`config.mk`:
```
export PLATFORM = sky130hd
export DESIGN_NAME = lrha_ctrl
export DESIGN_NICKNAME = d
export VERILOG_FILES = /design/src/rtl/lrha_pkg.sv /design/src/rtl/lrha_ctrl.sv
export SDC_FILE = /design/constraint.sdc
export NUM_CORES = 1
export LEC_CHECK = 0
export ABC_AREA = 1
export BUFFER_PORTS_ARGS = -buffer_cell sky130_fd_sc_hd__buf_2
export CAP_MARGIN = 5
export CORE_MARGIN = 3
export CORE_UTILIZATION = 50
export CTS_CLUSTER_DIAMETER = 150
export DETAILED_ROUTE_END_ITERATION = 7
export GPL_ROUTABILITY_DRIVEN = 0
export GPL_TIMING_DRIVEN = 0
export PLACE_DENSITY = 0.72
export SYNTH_ARGS = -nofsm -noshare
export SYNTH_HDL_FRONTEND = slang
export SYNTH_SLANG_ARGS = --single-unit
```
`constraint.sdc`:
```
create_clock -name clock -period 1.8 [get_ports clock]
set_input_delay 0.18 -clock clock [delete_from_list [all_inputs] [get_ports clock]]
set_output_delay 0.18 -clock clock [all_outputs]
set_load 0.05 [all_outputs]
```
`src/rtl/lrha_pkg.sv`:
```
// Shared types, codes and helpers of the low-rank Hebbian adapter.
// Used by lrha_ctrl, lrha_dpath and the top level; depends on nothing.
package lrha_pkg;

   localparam int DIM_DEF  = 48;
   localparam int RANK_DEF = 4;

   localparam logic [30:0] GAIN_RST  = 31'd644245;
   localparam logic [31:0] DECAY_RST = 32'd2147268900;

   localparam int CSR_IDX_W = 1;
   localparam logic [CSR_IDX_W-1:0] CSR_GAIN  = 1'b0;
   localparam logic [CSR_IDX_W-1:0] CSR_DECAY = 1'b1;

   typedef enum logic [1:0] {
      REQ_LOAD_A = 2'd0,
      REQ_LOAD_B = 2'd1,
      REQ_APPLY  = 2'd2,
      REQ_UPDATE = 2'd3
   } req_kind_type;

   typedef enum logic [2:0] {
      PH_PROJ_B,
      PH_UPD_A,
      PH_PROJ_A,
      PH_UPD_B,
      PH_DECAY_A,
      PH_DECAY_B,
      PH_OUT
   } phase_type;

   typedef enum logic [2:0] {
      SUB_READ,
      SUB_MUL1,
      SUB_SHIFT,
      SUB_MUL2,
      SUB_WRITE
   } sub_type;

   typedef struct packed {
      phase_type phase;
      sub_type   sub;
      logic      exec;
      logic      fin;
      logic      clr;
   } cmd_type;

   typedef struct packed {
      logic decay_en;
   } status_type;

   function automatic logic signed [31:0] sat32(input logic signed [47:0] v);
      logic signed [31:0] res;
      if (v > 48'sd2147483647) begin
         res = 32'sh7fffffff;
      end else if (v < -48'sd2147483648) begin
         res = 32'sh80000000;
      end else begin
         res = v[31:0];
      end
      return res;
   endfunction

endpackage

```
`src/rtl/lrha_ctrl.sv`:
```
// Sequencer of the adapter: clearing sweep, phase walk, result handshake.
// Depends on lrha_pkg; drives lrha_dpath through a command struct.
module lrha_ctrl #(
   parameter int DIM  = lrha_pkg::DIM_DEF,
   parameter int RANK = lrha_pkg::RANK_DEF,
   parameter int IW   = $clog2(DIM),
   parameter int RW   = (RANK > 1) ? $clog2(RANK) : 1
) (
   input  logic                 clock,
   input  logic                 reset,
   input  logic                 req_tvalid,
   input  logic [1:0]           req_kind,
   input  logic                 req_last,
   output logic                 req_tready,
   output logic                 rsp_tvalid,
   input  logic                 rsp_tready,
   input  lrha_pkg::status_type status,
   output lrha_pkg::cmd_type    cmd,
   output logic [IW-1:0]        cnt_i,
   output logic [RW-1:0]        cnt_r
);

   typedef enum logic [2:0] {ST_CLEAR, ST_IDLE, ST_STEP, ST_FIN, ST_EMIT} state_type;

   state_type           state_ff;
   lrha_pkg::phase_type phase_ff;
   lrha_pkg::sub_type   sub_ff;
   lrha_pkg::sub_type   sub_in;
   logic [IW-1:0]       i_ff, i_in;
   logic [RW-1:0]       r_ff, r_in;
   logic                upd_ff;
   logic                rsp_valid_ff;
   logic                inner_r, i_last, r_last, done, is_sum, inner_wrap, ph_end;
   lrha_pkg::phase_type ph_next;

   always_comb begin
      inner_r = (phase_ff == lrha_pkg::PH_UPD_A) || (phase_ff == lrha_pkg::PH_OUT);
      i_last  = (i_ff == IW'(DIM - 1));
      r_last  = (r_ff == RW'(RANK - 1));
      done    = i_last && r_last;
      inner_wrap = inner_r ? r_last : i_last;
      is_sum  = (phase_ff == lrha_pkg::PH_PROJ_B) || (phase_ff == lrha_pkg::PH_PROJ_A) ||
                (phase_ff == lrha_pkg::PH_OUT);
      if (inner_r) begin
         r_in = r_last ? '0 : r_ff + 1'b1;
         i_in = r_last ? (i_last ? '0 : i_ff + 1'b1) : i_ff;
      end else begin
         i_in = i_last ? '0 : i_ff + 1'b1;
         r_in = i_last ? (r_last ? '0 : r_ff + 1'b1) : r_ff;
      end
      ph_end  = 1'b0;
      ph_next = lrha_pkg::PH_OUT;
      case (phase_ff)
         lrha_pkg::PH_PROJ_B:  ph_next = lrha_pkg::PH_UPD_A;
         lrha_pkg::PH_UPD_A:   ph_next = lrha_pkg::PH_PROJ_A;
         lrha_pkg::PH_PROJ_A:  ph_next = upd_ff ? lrha_pkg::PH_UPD_B : lrha_pkg::PH_OUT;
         lrha_pkg::PH_UPD_B: begin
            ph_next = lrha_pkg::PH_DECAY_A;
            ph_end  = !status.decay_en;
         end
         lrha_pkg::PH_DECAY_A: ph_next = lrha_pkg::PH_DECAY_B;
         default:              ph_end  = 1'b1;
      endcase
      case (sub_ff)
         lrha_pkg::SUB_READ:  sub_in = lrha_pkg::SUB_MUL1;
         lrha_pkg::SUB_MUL1:  sub_in = lrha_pkg::SUB_SHIFT;
         lrha_pkg::SUB_SHIFT: sub_in = lrha_pkg::SUB_MUL2;
         lrha_pkg::SUB_MUL2:  sub_in = lrha_pkg::SUB_WRITE;
         default:             sub_in = lrha_pkg::SUB_READ;
      endcase
   end

   always_ff @(posedge clock) begin
      if (reset) begin
         state_ff     <= ST_CLEAR;
         phase_ff     <= lrha_pkg::PH_DECAY_A;
         sub_ff       <= lrha_pkg::SUB_READ;
         i_ff         <= '0;
         r_ff         <= '0;
         upd_ff       <= 1'b0;
         rsp_valid_ff <= 1'b0;
      end else begin
         case (state_ff)
            ST_CLEAR: begin
               i_ff <= i_in;
               r_ff <= r_in;
               if (done) begin
                  state_ff <= ST_IDLE;
               end
            end
            ST_IDLE: begin
               if (req_tvalid && req_last &&
                   ((req_kind == lrha_pkg::REQ_APPLY) || (req_kind == lrha_pkg::REQ_UPDATE))) begin
                  upd_ff   <= (req_kind == lrha_pkg::REQ_UPDATE);
                  phase_ff <= (req_kind == lrha_pkg::REQ_UPDATE) ? lrha_pkg::PH_PROJ_B
                                                                 : lrha_pkg::PH_PROJ_A;
                  i_ff     <= '0;
                  r_ff     <= '0;
                  sub_ff   <= lrha_pkg::SUB_READ;
                  state_ff <= ST_STEP;
               end
            end
            ST_STEP: begin
               sub_ff <= sub_in;
               if (sub_ff == lrha_pkg::SUB_WRITE) begin
                  if (is_sum && inner_wrap) begin
                     state_ff <= ST_FIN;
                  end else begin
                     i_ff <= i_in;
                     r_ff <= r_in;
                     if (done && ph_end) begin
                        state_ff <= ST_IDLE;
                     end else if (done) begin
                        phase_ff <= ph_next;
                     end
                  end
               end
            end
            ST_FIN: begin
               if (phase_ff == lrha_pkg::PH_OUT) begin
                  rsp_valid_ff <= 1'b1;
                  state_ff     <= ST_EMIT;
               end else begin
                  i_ff   <= i_in;
                  r_ff   <= r_in;
                  sub_ff <= lrha_pkg::SUB_READ;
                  state_ff <= ST_STEP;
                  if (done && ph_end) begin
                     state_ff <= ST_IDLE;
                  end else if (done) begin
                     phase_ff <= ph_next;
                  end
               end
            end
            ST_EMIT: begin
               if (rsp_tready) begin
                  rsp_valid_ff <= 1'b0;
                  i_ff   <= i_in;
                  r_ff   <= r_in;
                  sub_ff <= lrha_pkg::SUB_READ;
                  state_ff <= done ? ST_IDLE : ST_STEP;
               end
            end
            default: state_ff <= ST_IDLE;
         endcase
      end
   end

   assign req_tready = (state_ff == ST_IDLE);
   assign rsp_tvalid = rsp_valid_ff;
   assign cnt_i      = i_ff;
   assign cnt_r      = r_ff;
   assign cmd.phase  = phase_ff;
   assign cmd.sub    = sub_ff;
   assign cmd.exec   = (state_ff == ST_STEP);
   assign cmd.fin    = (state_ff == ST_FIN);
   assign cmd.clr    = (state_ff == ST_CLEAR);

endmodule

```
==> impl_metrics.tcl <==
set metrics [dict create \
    clockBufferDepth 2 \
    via_count 1490 \
    grt_pass1_vias 1301 \
    grt_pass1_wl_mm 5.67 \
    tightest_slew_ns 0.403 \
    postSynthAreaPerCell_um2 6.41 \
    maxCapViolations 0 \
    insertedDiodeCount 0 \
    cts_tree "built" \
    skew_ns 0.00528 \
    cp_max_fo 7 \
    dr.pass1.iters 4 \
    nets 271 \
    finalMaxSlewViolations 0 \
    ys_ff_latch 19 \
    ant_nets 0 \
    setup_ws_ns 0.0963 \
    clock_tree.root_cell "clkbuf_4" \
    hold_class "input port to register" \
    worstRegToRegCells 9 \
    ctsHoldBuffers 0 \
    io_pins 27 \
    path_cells "nand2_4 -> nor2_4 -> buf_2" \
    min_path_cells 3 \
    slew_headroom_pct 73.1 \
    wirelength_mm 3.30 \
    r2r_slack_ns 0.13 \
    port-buffer-count 25 \
    die_h_um 60.4 \
    min_to "upd_ff" \
    min_period_ns 1.70 \
    grt-ovfl-total 0 \
    instances_no_fill 291 \
    powerDensity_nw_per_um2 1430 \
    syn-instance-count 231 \
    synth_most_common_cell "nand2_1" \
    p_leak_nw 0.840 \
    grt_setup_unrepaired "no" \
    reg2reg_from "state_ff[1]" \
    setup_viol 0 \
    endpoint_kind "primary output" \
    cts_resized 0 \
    htreeDepth 1 \
    final_cell_area_um2 1680 \
    clk_latency_ns 0.31 \
    dpl.hpwl_mm 2.62 \
    netlist_area_um2 1480 \
    crit_type "register to primary output" \
    cts_buffers 3 \
    cp-start-kind "register" \
    core-area_um2 2780 \
    cts_sinks 19 \
    syn_nets 241 \
    fmax_mhz 587 \
    placed_cells 287 \
    dieArea_um2 3650 \
    ys_types 29 \
    synth.top_cells.by_area "dfxtp_1 26%, nand2_1 14%, nor2_1 7.1%" \
    arrival_ns 1.52 \
    grt_max_degree 11 \
    synthArstFlopShare_pct 0 \
    cp_slowest_cell "dfxtp_1" \
    hold_viol 0 \
    rows 19 \
    avgViaCountPerCell 5.12 \
    drive_gt1_share_pct 30.0 \
    avgRoutedWirePerCell_um 11.3 \
    clk_pin_slew_ns 0.12 \
    place_ws_ns 0.168 \
    synthToLayoutAreaGrowth_pct 13.5 \
    synth-edff-count 0 \
    critPathMaxStageDelay_ns 0.59 \
    synth_area_leader_cell "dfxtp_1" \
    worst_ep_required_time_ns 1.62 \
    grt_use_total_pct 20.3 \
    post_cts_buffers 0 \
    antenna_found_initial 0 \
    dieWidth_um 60.4 \
    period_share_pct 94.6 \
    remaining_drc_errors 0 \
    drt_iter0_drc 86 \
    tns_ns 0 \
    ir_drop_mv 1.00 \
    synth_top_area_share_pct 25.7 \
    start_util_pct 53.2 \
    yosys-top-cells-count "54 x nand2_1, 28 x nor2_1, 24 x inv_1" \
    placed_area_um2 1650 \
    status "complete, no violations" \
    yosysSeqAreaShare_pct 25.7 \
    r2r-end "cnt_i[4]" \
    ys_warn_count 0 \
    min_from "req_kind[0]" \
    synth-main-ff-cell "dfxtp_1" \
]
## kinds of logic after synthesis
logic type	Yosys count	synth area share [%]
buffers and inverters	40	11.5
adder cells (fa/ha/maj)	2	1.69
AO/OA/AOI/OAI	21	7.44
AND/OR/NAND/NOR	148	53.1
flip-flops	19	25.7
XOR/XNOR	1	0.592
## state kept, by name, indices dropped and copies added (netlist names)
signal and flops:
state_ff 3, cnt_i 6, rsp_tvalid 1, cnt_r 2, sub_ff 3, phase_ff 3
upd_ff 1
## metrics by stage
stage / total power (W) / hold slack [ns] / util (%)
final: 0.00241 / 0.138 / 60.4
after floorplan: 0.00192 / 0.341 / -
after CTS: 0.00242 / 0.145 / 60.4
after detailed placement: 0.00219 / 0.465 / 59.5
after global placement: 0.00217 / 0.466 / 59.5
after global routing: 0.00263 / 0.177 / 60.4
## layer usage
metal | vias to the layer above | track usage [%] | routed length [um] | share of wire [%]
met5 | - | 0 | 0 | 0
met4 | 0 | 5.57 | 33 | 1.0
met3 | 4 | 3.19 | 114 | 3.5
met2 | 31 | 33.8 | 1500 | 46
met1 | 657 | 27.4 | 1650 | 50
li1 | 798 | - | - | -
## placed cells by master (no fill, tap or decap), drive strengths merged, types with 5 or more instances in the layout
cell,netlist,final
nor2,44,44
buf,6,31
nand4,12,12
nand2,63,63
inv,33,33
nor3,5,5
dfxtp,19,19
a21oi,13,13
o21ai,6,6
nand3,21,21
clkbuf,1,5
## worst max-delay path, delay by kind of cell (launching register included)
| kind | cells | cell delay (ns) |
|---|---|---|
| flip-flops | 1 | 0.59 |
| AND/OR/NAND/NOR | 2 | 0.33 |
| buffers and inverters | 1 | 0.30 |
## area by class of cell
cell class / instances / area, um2
Buffer: 7 / 46.3
Clock buffer: 4 / 26.3
Fill cell: 284 / 1100
Inverter: 33 / 124
Multi-Input combinational cell: 172 / 935
Sequential cell: 19 / 385
Tap cell: 31 / 38.8
Timing Repair Buffer: 25 / 125
## worst max-delay path by stage
stage / start / end / slack (ns) / depth (start not counted)
finish: state_ff[1] / cmd[2] / 0.1 / 3
global placement: state_ff[1] / cnt_i[1] / 0.18 / 9
CTS: state_ff[1] / cmd[2] / 0.12 / 3
detailed placement: state_ff[1] / cnt_i[4] / 0.17 / 9
floorplan: phase_ff[2] / cnt_r[0] / 0.007 / 11
global route: state_ff[1] / cnt_i[4] / 0.002 / 9
## where the power goes
part	switching [W]	internal, W
combinational	0.00106	0.000488
clock	0.000146	0.0000864
sequential	0.000107	0.000515
total	0.00132	0.00109
(Power assumes the default switching activity.)
